$ cat src/rtl/core/lcg_pkg.sv
// ----------------------------------------------------------------------------
// lcg_pkg
// Shared constants, types and register codes of the life cell generation
// stream core.
// ----------------------------------------------------------------------------
package lcg_pkg;

  localparam int MAX_WIDTH  = 1024;
  localparam int MAX_HEIGHT = 1024;

  localparam int CFG_W     = 11;
  localparam int XW        = 10;
  localparam int YW        = 10;
  localparam int IN_ROW_W  = 11;
  localparam int COL_W     = $clog2(MAX_WIDTH);
  localparam int MAX_DIM   = (MAX_WIDTH > MAX_HEIGHT) ? MAX_WIDTH : MAX_HEIGHT;
  localparam int DIM_BITS  = $clog2(MAX_DIM + 1);
  localparam int DIM_W     = (DIM_BITS > CFG_W) ? DIM_BITS : CFG_W;

  localparam int MIN_WIDTH    = 3;
  localparam int MIN_HEIGHT   = 2;
  localparam int RESET_WIDTH  = 64;
  localparam int RESET_HEIGHT = 64;

  localparam int APB_DW = 32;
  localparam int APB_AW = 3;

  localparam int WIN_CELLS = 2;

  typedef enum logic [0:0] {
    REG_GRID_WIDTH  = 1'b0,
    REG_GRID_HEIGHT = 1'b1
  } reg_idx_e;

  typedef logic [2:0] win_col_t;

  typedef struct packed {
    logic shift;
    logic kill;
  } cell_ctrl_t;

  typedef struct packed {
    logic             en;
    logic [COL_W-1:0] addr;
    logic [1:0]       data;
  } line_wr_t;

  typedef struct packed {
    logic [COL_W-1:0] col;
    logic             bot;
    logic             has_mid;
    logic             has_top;
    logic             col_zero;
    logic             emit;
    logic             last;
    logic [COL_W-1:0] oc;
    logic [YW-1:0]    orow;
  } b_item_t;

endpackage

$ cat src/rtl/core/lcg_stream_if.sv
// ----------------------------------------------------------------------------
// lcg_stream_if
// Valid/ready stream interfaces for the cell input and the result output.
// ----------------------------------------------------------------------------
interface lcg_in_if;
  logic valid;
  logic ready;
  logic mode;
  logic alive;

  modport source (output valid, output mode, output alive, input ready);
  modport sink   (input valid, input mode, input alive, output ready);
endinterface

interface lcg_out_if import lcg_pkg::*; ();
  logic          valid;
  logic          ready;
  logic [XW-1:0] cell_x;
  logic [YW-1:0] cell_y;
  logic          next_alive;
  logic          last;

  modport source (output valid, output cell_x, output cell_y, output next_alive,
                  output last, input ready);
  modport sink   (input valid, input cell_x, input cell_y, input next_alive,
                  input last, output ready);
endinterface

$ cat src/rtl/core/lcg_line_mem.sv
// ----------------------------------------------------------------------------
// lcg_line_mem
// Two-row line memory, one entry per column, with write-first bypass and a
// clearing sweep after reset.
// ----------------------------------------------------------------------------
module lcg_line_mem import lcg_pkg::*; (
  input  logic             clk_i,
  input  logic             rst_ni,
  input  logic             rd_en_i,
  input  logic [COL_W-1:0] rd_addr_i,
  input  line_wr_t         wr_i,
  output logic [1:0]       rd_data_o,
  output logic             busy_o
);

  logic [1:0]       mem_q [MAX_WIDTH];
  logic [1:0]       rd_q;
  logic [1:0]       byp_data_q;
  logic             byp_q;
  logic [COL_W:0]   clr_q;
  logic [COL_W:0]   clr_d;
  logic             we;
  logic [COL_W-1:0] wa;
  logic [1:0]       wd;

  assign busy_o = (clr_q < (COL_W + 1)'(MAX_WIDTH));
  assign clr_d  = busy_o ? clr_q + 1'b1 : clr_q;
  assign we     = busy_o || wr_i.en;
  assign wa     = busy_o ? clr_q[COL_W-1:0] : wr_i.addr;
  assign wd     = busy_o ? 2'b00 : wr_i.data;

  always_ff @(posedge clk_i or negedge rst_ni) begin
    if (!rst_ni) begin
      clr_q <= '0;
      byp_q <= 1'b0;
    end else begin
      clr_q <= clr_d;
      if (rd_en_i) begin
        byp_q <= we && (wa == rd_addr_i);
      end
    end
  end

  always_ff @(posedge clk_i) begin
    if (we) begin
      mem_q[wa] <= wd;
    end
    if (rd_en_i) begin
      rd_q       <= mem_q[rd_addr_i];
      byp_data_q <= wd;
    end
  end

  assign rd_data_o = byp_q ? byp_data_q : rd_q;

endmodule

$ cat src/rtl/core/lcg_window_cell.sv
// ----------------------------------------------------------------------------
// lcg_window_cell
// One column of the neighborhood window, shifted on from its neighbor.
// ----------------------------------------------------------------------------
module lcg_window_cell import lcg_pkg::*; (
  input  logic       clk_i,
  input  logic       rst_ni,
  input  cell_ctrl_t ctrl_i,
  input  win_col_t   col_i,
  output win_col_t   col_o
);

  win_col_t col_q;
  win_col_t col_d;

  always_comb begin
    col_d = col_q;
    if (ctrl_i.shift) begin
      col_d = ctrl_i.kill ? '0 : col_i;
    end
  end

  always_ff @(posedge clk_i or negedge rst_ni) begin
    if (!rst_ni) begin
      col_q <= '0;
    end else begin
      col_q <= col_d;
    end
  end

  assign col_o = col_q;

endmodule

$ cat src/rtl/core/lcg_rule.sv
// ----------------------------------------------------------------------------
// lcg_rule
// Neighbor count and B3/S23 decision for the center of a 3x3 window.
// ----------------------------------------------------------------------------
module lcg_rule import lcg_pkg::*; (
  input  logic [8:0] win_i,
  output logic       next_alive_o
);

  logic [3:0] total;
  logic [3:0] nbrs;
  logic       center;

  always_comb begin
    total = '0;
    for (int i = 0; i < 9; i++) begin
      total = total + 4'(win_i[i]);
    end
  end

  assign center       = win_i[4];
  assign nbrs         = total - 4'(center);
  assign next_alive_o = (nbrs == 4'd3) || (center && (nbrs == 4'd2));

endmodule

$ cat src/rtl/core/life_cell_generation_stream_core.sv
// ----------------------------------------------------------------------------
// life_cell_generation_stream_core
// Streaming B3/S23 generation unit with line memory and a chain of window
// column cells.
// ----------------------------------------------------------------------------
// Cells of the previous generation enter one per transaction in raster order,
// and the block sustains one transaction per cycle on both sides unless the
// output stalls; an accepted item waits in the b stage register until it moves
// to the output register. Results trail the input by grid_width+1 items, so
// grid_width+1 drain transactions after the grid complete a generation. The
// rate is set by the line memory, read once and written once per cycle with a
// write-first bypass. After reset the line memory is cleared one entry per
// cycle while no item is accepted; register writes are taken at any time.
module life_cell_generation_stream_core import lcg_pkg::*; (
  input  logic              clk_i,
  input  logic              rst_ni,
  lcg_in_if.sink            in_ch,
  lcg_out_if.source         out_ch,
  input  logic              psel_i,
  input  logic              penable_i,
  input  logic              pwrite_i,
  input  logic [APB_AW-1:0] paddr_i,
  input  logic [APB_DW-1:0] pwdata_i,
  output logic [APB_DW-1:0] prdata_o,
  output logic              pready_o
);

  logic [CFG_W-1:0]    width_q;
  logic [CFG_W-1:0]    height_q;
  logic [DIM_W-1:0]    w_eff;
  logic [DIM_W-1:0]    h_eff;
  logic [DIM_W-1:0]    width_x;
  logic [DIM_W-1:0]    height_x;
  reg_idx_e            reg_idx;
  logic                cfg_wr;

  logic [COL_W-1:0]    ic_q, ic_d;
  logic [IN_ROW_W-1:0] ir_q, ir_d;
  logic [COL_W-1:0]    oc_q, oc_d;
  logic [YW-1:0]       orow_q, orow_d;
  logic [DIM_W-1:0]    ic_inc, oc_inc, orow_inc, ir_x;
  logic                emit, last;

  logic                busy;
  logic                in_ready;
  logic                in_fire;
  b_item_t             a_item;
  b_item_t             b_q;
  logic                b_valid_q;
  logic                b_adv;
  logic [1:0]          rd_data;
  line_wr_t            line_wr;
  logic                top, mid;
  win_col_t            col;
  win_col_t            cell_q [WIN_CELLS];
  logic [8:0]          win_out;
  logic                next_alive;

  logic                out_valid_q;
  logic [XW-1:0]       out_x_q;
  logic [YW-1:0]       out_y_q;
  logic                out_alive_q;
  logic                out_last_q;

  assign reg_idx  = reg_idx_e'(paddr_i[2]);
  assign cfg_wr   = psel_i && penable_i && pwrite_i && pready_o;
  assign pready_o = 1'b1;

  always_ff @(posedge clk_i or negedge rst_ni) begin
    if (!rst_ni) begin
      width_q  <= CFG_W'(RESET_WIDTH);
      height_q <= CFG_W'(RESET_HEIGHT);
    end else if (cfg_wr) begin
      case (reg_idx)
        REG_GRID_WIDTH:  width_q  <= pwdata_i[CFG_W-1:0];
        REG_GRID_HEIGHT: height_q <= pwdata_i[CFG_W-1:0];
        default: ;
      endcase
    end
  end

  always_comb begin
    case (reg_idx)
      REG_GRID_WIDTH:  prdata_o = APB_DW'(width_q);
      REG_GRID_HEIGHT: prdata_o = APB_DW'(height_q);
      default:         prdata_o = '0;
    endcase
  end

  assign width_x  = DIM_W'(width_q);
  assign height_x = DIM_W'(height_q);

  always_comb begin
    if (width_x < DIM_W'(MIN_WIDTH)) begin
      w_eff = DIM_W'(MIN_WIDTH);
    end else if (width_x > DIM_W'(MAX_WIDTH)) begin
      w_eff = DIM_W'(MAX_WIDTH);
    end else begin
      w_eff = width_x;
    end
    if (height_x < DIM_W'(MIN_HEIGHT)) begin
      h_eff = DIM_W'(MIN_HEIGHT);
    end else if (height_x > DIM_W'(MAX_HEIGHT)) begin
      h_eff = DIM_W'(MAX_HEIGHT);
    end else begin
      h_eff = height_x;
    end
  end

  assign ir_x     = DIM_W'(ir_q);
  assign ic_inc   = DIM_W'(ic_q) + 1'b1;
  assign oc_inc   = DIM_W'(oc_q) + 1'b1;
  assign orow_inc = DIM_W'(orow_q) + 1'b1;
  assign emit     = (ir_q >= IN_ROW_W'(2)) || ((ir_q == IN_ROW_W'(1)) && (ic_q != '0));
  assign last     = emit && (orow_inc >= h_eff) && (oc_inc >= w_eff);

  assign b_adv    = b_valid_q && (!b_q.emit || !out_valid_q || out_ch.ready);
  assign in_ready = !busy && (!b_valid_q || b_adv);
  assign in_fire  = in_ch.valid && in_ready;
  assign in_ch.ready = in_ready;

  always_comb begin
    a_item          = '0;
    a_item.col      = ic_q;
    a_item.bot      = !in_ch.mode && (ir_x < h_eff) && in_ch.alive;
    a_item.has_mid  = (ir_q != '0);
    a_item.has_top  = (ir_q >= IN_ROW_W'(2));
    a_item.col_zero = (ic_q == '0);
    a_item.emit     = emit;
    a_item.last     = last;
    a_item.oc       = oc_q;
    a_item.orow     = orow_q;
  end

  always_comb begin
    ic_d   = ic_q;
    ir_d   = ir_q;
    oc_d   = oc_q;
    orow_d = orow_q;
    if (in_fire) begin
      if (emit) begin
        if (oc_inc >= w_eff) begin
          oc_d   = '0;
          orow_d = orow_q + 1'b1;
        end else begin
          oc_d = COL_W'(oc_inc);
        end
      end
      if (last) begin
        ic_d   = '0;
        ir_d   = '0;
        oc_d   = '0;
        orow_d = '0;
      end else if (ic_inc >= w_eff) begin
        ic_d = '0;
        ir_d = ir_q + 1'b1;
      end else begin
        ic_d = COL_W'(ic_inc);
      end
    end
  end

  always_ff @(posedge clk_i or negedge rst_ni) begin
    if (!rst_ni) begin
      ic_q      <= '0;
      ir_q      <= '0;
      oc_q      <= '0;
      orow_q    <= '0;
      b_valid_q <= 1'b0;
    end else begin
      ic_q   <= ic_d;
      ir_q   <= ir_d;
      oc_q   <= oc_d;
      orow_q <= orow_d;
      if (in_fire) begin
        b_valid_q <= 1'b1;
      end else if (b_adv) begin
        b_valid_q <= 1'b0;
      end
    end
  end

  always_ff @(posedge clk_i) begin
    if (in_fire) begin
      b_q <= a_item;
    end
  end

  lcg_line_mem u_line_mem (
    .clk_i     (clk_i),
    .rst_ni    (rst_ni),
    .rd_en_i   (in_fire),
    .rd_addr_i (ic_q),
    .wr_i      (line_wr),
    .rd_data_o (rd_data),
    .busy_o    (busy)
  );

  assign top = b_q.has_top && rd_data[0];
  assign mid = b_q.has_mid && rd_data[1];
  assign col = {b_q.bot, mid, top};

  always_comb begin
    line_wr.en   = b_adv;
    line_wr.addr = b_q.col;
    line_wr.data = {b_q.bot, mid};
  end

  for (genvar i = 0; i < WIN_CELLS; i++) begin : g_cell
    cell_ctrl_t ctrl;
    win_col_t   din;

    assign ctrl.shift = b_adv;
    assign ctrl.kill  = b_q.last || ((i != WIN_CELLS - 1) && b_q.col_zero);
    assign din        = (i == WIN_CELLS - 1) ? col : cell_q[(i + 1) % WIN_CELLS];

    lcg_window_cell u_cell (
      .clk_i  (clk_i),
      .rst_ni (rst_ni),
      .ctrl_i (ctrl),
      .col_i  (din),
      .col_o  (cell_q[i])
    );
  end

  assign win_out = {cell_q[0], cell_q[1], (b_q.col_zero ? 3'b000 : col)};

  lcg_rule u_rule (
    .win_i        (win_out),
    .next_alive_o (next_alive)
  );

  always_ff @(posedge clk_i or negedge rst_ni) begin
    if (!rst_ni) begin
      out_valid_q <= 1'b0;
    end else if (b_adv && b_q.emit) begin
      out_valid_q <= 1'b1;
    end else if (out_ch.ready) begin
      out_valid_q <= 1'b0;
    end
  end

  always_ff @(posedge clk_i) begin
    if (b_adv && b_q.emit) begin
      out_x_q     <= XW'(b_q.oc);
      out_y_q     <= b_q.orow;
      out_alive_q <= next_alive;
      out_last_q  <= b_q.last;
    end
  end

  assign out_ch.valid      = out_valid_q;
  assign out_ch.cell_x     = out_x_q;
  assign out_ch.cell_y     = out_y_q;
  assign out_ch.next_alive = out_alive_q;
  assign out_ch.last       = out_last_q;

endmodule

$ cat src/flat_wrapper.sv
// flat-port wrapper written by rule: the top's interface ports become plain ports
module life_cell_generation_stream_core_flat import lcg_pkg::*;
  (clk_i, rst_ni, psel_i, penable_i, pwrite_i, paddr_i, pwdata_i, prdata_o, pready_o, in_ch_valid, in_ch_mode, in_ch_alive, in_ch_ready, out_ch_valid, out_ch_cell_x, out_ch_cell_y, out_ch_next_alive, out_ch_last, out_ch_ready);
  lcg_in_if in_ch_i ();
  lcg_out_if out_ch_i ();
  input  logic clk_i;
  input  logic rst_ni;
  input  logic psel_i;
  input  logic penable_i;
  input  logic pwrite_i;
  input  logic [APB_AW-1:0] paddr_i;
  input  logic [APB_DW-1:0] pwdata_i;
  output logic [APB_DW-1:0] prdata_o;
  output logic pready_o;
  input wire logic [$bits(in_ch_i.valid)-1:0] in_ch_valid;
  input wire logic [$bits(in_ch_i.mode)-1:0] in_ch_mode;
  input wire logic [$bits(in_ch_i.alive)-1:0] in_ch_alive;
  output wire logic [$bits(in_ch_i.ready)-1:0] in_ch_ready;
  output wire logic [$bits(out_ch_i.valid)-1:0] out_ch_valid;
  output wire logic [$bits(out_ch_i.cell_x)-1:0] out_ch_cell_x;
  output wire logic [$bits(out_ch_i.cell_y)-1:0] out_ch_cell_y;
  output wire logic [$bits(out_ch_i.next_alive)-1:0] out_ch_next_alive;
  output wire logic [$bits(out_ch_i.last)-1:0] out_ch_last;
  input wire logic [$bits(out_ch_i.ready)-1:0] out_ch_ready;
  assign in_ch_i.valid = in_ch_valid;
  assign in_ch_i.mode = in_ch_mode;
  assign in_ch_i.alive = in_ch_alive;
  assign in_ch_ready = in_ch_i.ready;
  assign out_ch_valid = out_ch_i.valid;
  assign out_ch_cell_x = out_ch_i.cell_x;
  assign out_ch_cell_y = out_ch_i.cell_y;
  assign out_ch_next_alive = out_ch_i.next_alive;
  assign out_ch_last = out_ch_i.last;
  assign out_ch_i.ready = out_ch_ready;
  life_cell_generation_stream_core u_core (.clk_i(clk_i), .rst_ni(rst_ni), .in_ch(in_ch_i), .out_ch(out_ch_i), .psel_i(psel_i), .penable_i(penable_i), .pwrite_i(pwrite_i), .paddr_i(paddr_i), .pwdata_i(pwdata_i), .prdata_o(prdata_o), .pready_o(pready_o));
endmodule
$ cat config.mk
export PLATFORM = sky130hd
export DESIGN_NAME = life_cell_generation_stream_core_flat
export DESIGN_NICKNAME = d
export VERILOG_FILES = /design/src/rtl/core/lcg_pkg.sv /design/src/rtl/core/lcg_stream_if.sv /design/src/rtl/core/lcg_line_mem.sv /design/src/rtl/core/lcg_window_cell.sv /design/src/rtl/core/lcg_rule.sv /design/src/rtl/core/life_cell_generation_stream_core.sv /design/src/flat_wrapper.sv
export SDC_FILE = /design/constraint.sdc
export NUM_CORES = 2
export LEC_CHECK = 0
export BUFFER_PORTS_ARGS = -buffer_cell sky130_fd_sc_hd__buf_2
export CORE_UTILIZATION = 27
export DETAILED_ROUTE_END_ITERATION = 10
export PLACE_DENSITY_LB_ADDON = 0.08
export SYNTH_ARGS = -nofsm -noshare
export SYNTH_HDL_FRONTEND = slang
export SYNTH_SLANG_ARGS = --single-unit
$ cat constraint.sdc
create_clock -name clk_i -period 29 [get_ports clk_i]
set_clock_uncertainty 0.15 [all_clocks]
set_input_delay 1.45 -clock clk_i [delete_from_list [all_inputs] [get_ports clk_i]]
set_output_delay 1.45 -clock clk_i [all_outputs]
set_load 0.005 [all_outputs]
==> summary.txt <==
Most used cell, CP: buf_4
Initial antenna violation count: 22
Clock latency on the worst-skew pair: 0.88 ns
Post-route non-filler standard cell count: 10130
Vias in the first global route: 52040
TritonCTS Buffers: 267
Most common flop cell mapped by yosys: edfxtp_1
Final Hold Fails: 0
Ys async rst share: 3.785%
GRT Residual Overflow: 0
Die area: 340000 um^2
CP delay by family, top: compound AO/OA/AOI/OAI gates
Worst-case clock buffer depth: 4
Post-CTS setup repair buffer count: 0
P_leak: 37.21 nW
Ys Warns: 0
H-Tree Depth: 5
VDD IR max: 0.00004496 V
Worst path bufs/invs: 3
Die height: 583.1 um
Final worst slack: 22.47 ns
Post-synth EDFFs: 2110
Total GRT Usage: 18.20%
Dpl cells: 9667
Pre-CTS setup slack: 22.43 ns
RSZ-0062 raised after global routing: no
FF+latch count, synth: 2193
Final period util: 22.51%
Area leader, netlist: edfxtp_1
PD cells: 64.88 nW/um^2
Worst-path clk slew: 0.06 ns
Hold crit path type: flop to flop
CTS tree: done
Via density: 4.912
Nature of the critical path endpoint: flop
Critical Path RT: 29.36 ns
Sequential-to-total area share from yosys stat: 71.78%
Nets: 5547
Synth Cell Area: 91160 um^2
Iteration-0 DRC Markers: 4517
Pin count of the biggest net entering global routing: 202
Yosys top cell area share: 69.50%
Resized Gates After CTS: 0
Syn_area_per_cell: 17.03 um^2
Fillers: 32770
Layout area overhead: 14.96%
Hold Buf Count CTS: 0
Largest fanout on the critical path: 73
Routed Antenna Nets: 0
Share of post-route cells with drive strength above 1: 21.10%
Multi-input gate area: 23850 um^2
Wire per inst: 30.85 um
Max_cap viols: 0
Status: completed
Critical Path Start Type: flop
Die width: 583.1 um
Highest Clock Rate: 0.1532 GHz
Setup violations, final: 0
DR pass1 iterations: 5
Final Max Slew Viols: 0
Root Buffer: clkbuf_16
# clock sinks: 2193
Register area: 65460 um^2
Max incr delay on CP: 0.84 ns
# DRC: 0
Critical-path cell list: buf_12, buf_4, buf_4, mux4_2, a22o_1, a221oi_1, nor3_1, nor2_1, a31oi_1, o21bai_1, o211ai_1
Area contributors post-synth: edfxtp_1, mux4_2, nor2_1, dfrtp_1, mux2i_1
Slew HR: 9.536%
Initial Utilization: 27.23%
WP data arrival: 6.89 ns
Global-route wire length before repair: 433400 um
Mapped Cells: 5352
Distinct cells, synth: 76
Port Buffers: 55
Critical path class: flop to flop
Setup TNS: 0 ns
CORE AREA: 334800 um^2
Worst-Margin Slew: 1.347 ns
Final total power: 6.800 mW
Final WL: 312700 um
Worst path slowest cell: dfrtp_4
Vias: 49780
Dpl hpwl: 179400 um
IO Count: 101
Rows: 212
Tmin final: 6.528 ns
GPL Wtd Cong: 0.7563
==> metal layers <==
metal  vias up  GRT usage [%]  wire (um)
li1      21060              -          -
met3       359          2.176      13710
met2      1280          29.39     146800
met4         0          4.334       7812
met1     27080          26.08     144400
met5         -              0          0
==> synthesized netlist by cell type (all sizes together) (6+ instances only) <==
cell	count
a2111oi	6
a211oi	22
a21o	16
a21oi	58
a221oi	10
a22o	12
a22oi	58
a31oi	16
a32oi	6
and2	9
and3	15
buf	157
clkbuf	263
dfrtp	81
edfxtp	2110
fa	6
ha	55
inv	28
mux2	37
mux2i	100
mux4	524
nand2	237
nand2b	15
nand3	56
nand4	16
nor2	1088
nor2b	10
nor3	52
nor4	15
o211ai	11
o21ai	72
o221ai	20
o22ai	38
o31ai	11
or2	9
or3	13
xnor2	38
xor2	13
==> metrics by stage <==
step	cell area [um^2]	hold WS (ns)	utilization [%]
2_1_floorplan	91240	0.2503	-
3_3_place_gp	96670	0.2535	28.88
3_5_place_dp	96670	0.2545	28.88
4_1_cts	104800	0.2674	31.30
5_1_grt	104800	0.2732	31.30
6_report	104800	0.2663	31.31
==> flip-flops by register name (all words and copies together) (netlist names), 2 cells and up <==
| signal | count |
|---|---|
| u_core.u_line_mem.clr_q | 11 |
| u_core.ic_q | 10 |
| u_core.u_line_mem.mem_q | 2048 |
| u_core.b_q | 36 |
| u_core.g_cell.u_cell.col_o | 6 |
| u_core.ir_q | 11 |
| u_core.u_line_mem.byp_data_q | 2 |
| u_core.out_ch.cell_y | 10 |
| u_core.oc_q | 10 |
| u_core.orow_q | 10 |
| u_core.width_q | 11 |
| u_core.out_ch.cell_x | 10 |
| u_core.height_q | 11 |
| u_core.u_line_mem.rd_q | 2 |
==> path summary, 6_finish.rpt <==
check,startpoint,endpoint,slack [ns],cells after the start
max in group asynchronous,rst_ni,u_core.ic_q[0],27.13,2
min reg2reg,u_core.b_q[6],u_core.out_ch.cell_y[6],0.27,0
min in group asynchronous,rst_ni,u_core.out_ch.valid,0.42,1
min,u_core.b_q[6],u_core.out_ch.cell_y[6],0.27,0
max,u_core.ic_q[0],u_core.u_line_mem.rd_q[1],22.47,11
max reg2reg,u_core.ic_q[0],u_core.u_line_mem.rd_q[1],22.47,11
==> worst register-to-register path: cells and delay by family, from the launching register on <==
family	cells	cell delay, ns
AOI/OAI and AO/OA	5	1.93
buffers and inverters	3	1.83
DFF	1	0.84
and+or+nand+nor	2	0.84
muxes	1	0.59
==> placed cells by master, fill, tap and decap left out, drive strengths merged, types with 11 or more instances in the layout <==
master	instances
edfxtp	2110
nor2	1088
mux4	524
clkbuf	335
nand2	237
buf	221
mux2i	100
clkinv	100
dfrtp	81
o21ai	72
a21oi	58
a22oi	58
nand3	56
ha	55
nor3	52
inv	44
xnor2	38
o22ai	38
mux2	37
a211oi	22
conb	22
o221ai	20
nand4	16
a31oi	16
a21o	16
nand2b	15
and3	15
nor4	15
xor2	13
or3	13
a22o	12
o211ai	11
o31ai	11
bufinv	11
==> power breakdown <==
group	switching, mW	total [mW]	internal [mW]	leakage, nW
clock	1.35	3.19	1.83	3.97
combinational	0.108	0.171	0.0632	8.24
sequential	0.0140	3.44	3.43	25.0
total	1.47	6.80	5.33	37.2
==> logic make-up (layout without fill, tap and decap cells) <==
family	Yosys count	in the layout	share of synthesized area, %
fa+ha+maj	61	61	0.8866
buf+inv	451	714	2.498
compound gates	391	391	2.933
other cells	2	27	0.008238
flops	2193	2193	71.78
xor+xnor	51	51	0.4900
simple gates	1542	1542	6.817
mux	661	661	14.58
==> cell type report <==
class / count / share of cell area (%)
Timing Repair Buffer: 221 / 1.538
Multi-Input combinational cell: 2728 / 22.76
Tap cell: 4494 / 5.365
Antenna cell: 5 / 0.01194
Clock inverter: 127 / 0.9730
Sequential cell: 2193 / 62.46
Clock buffer: 335 / 6.771
Inverter: 31 / 0.1182
Power figures use the tool's default switching activity.
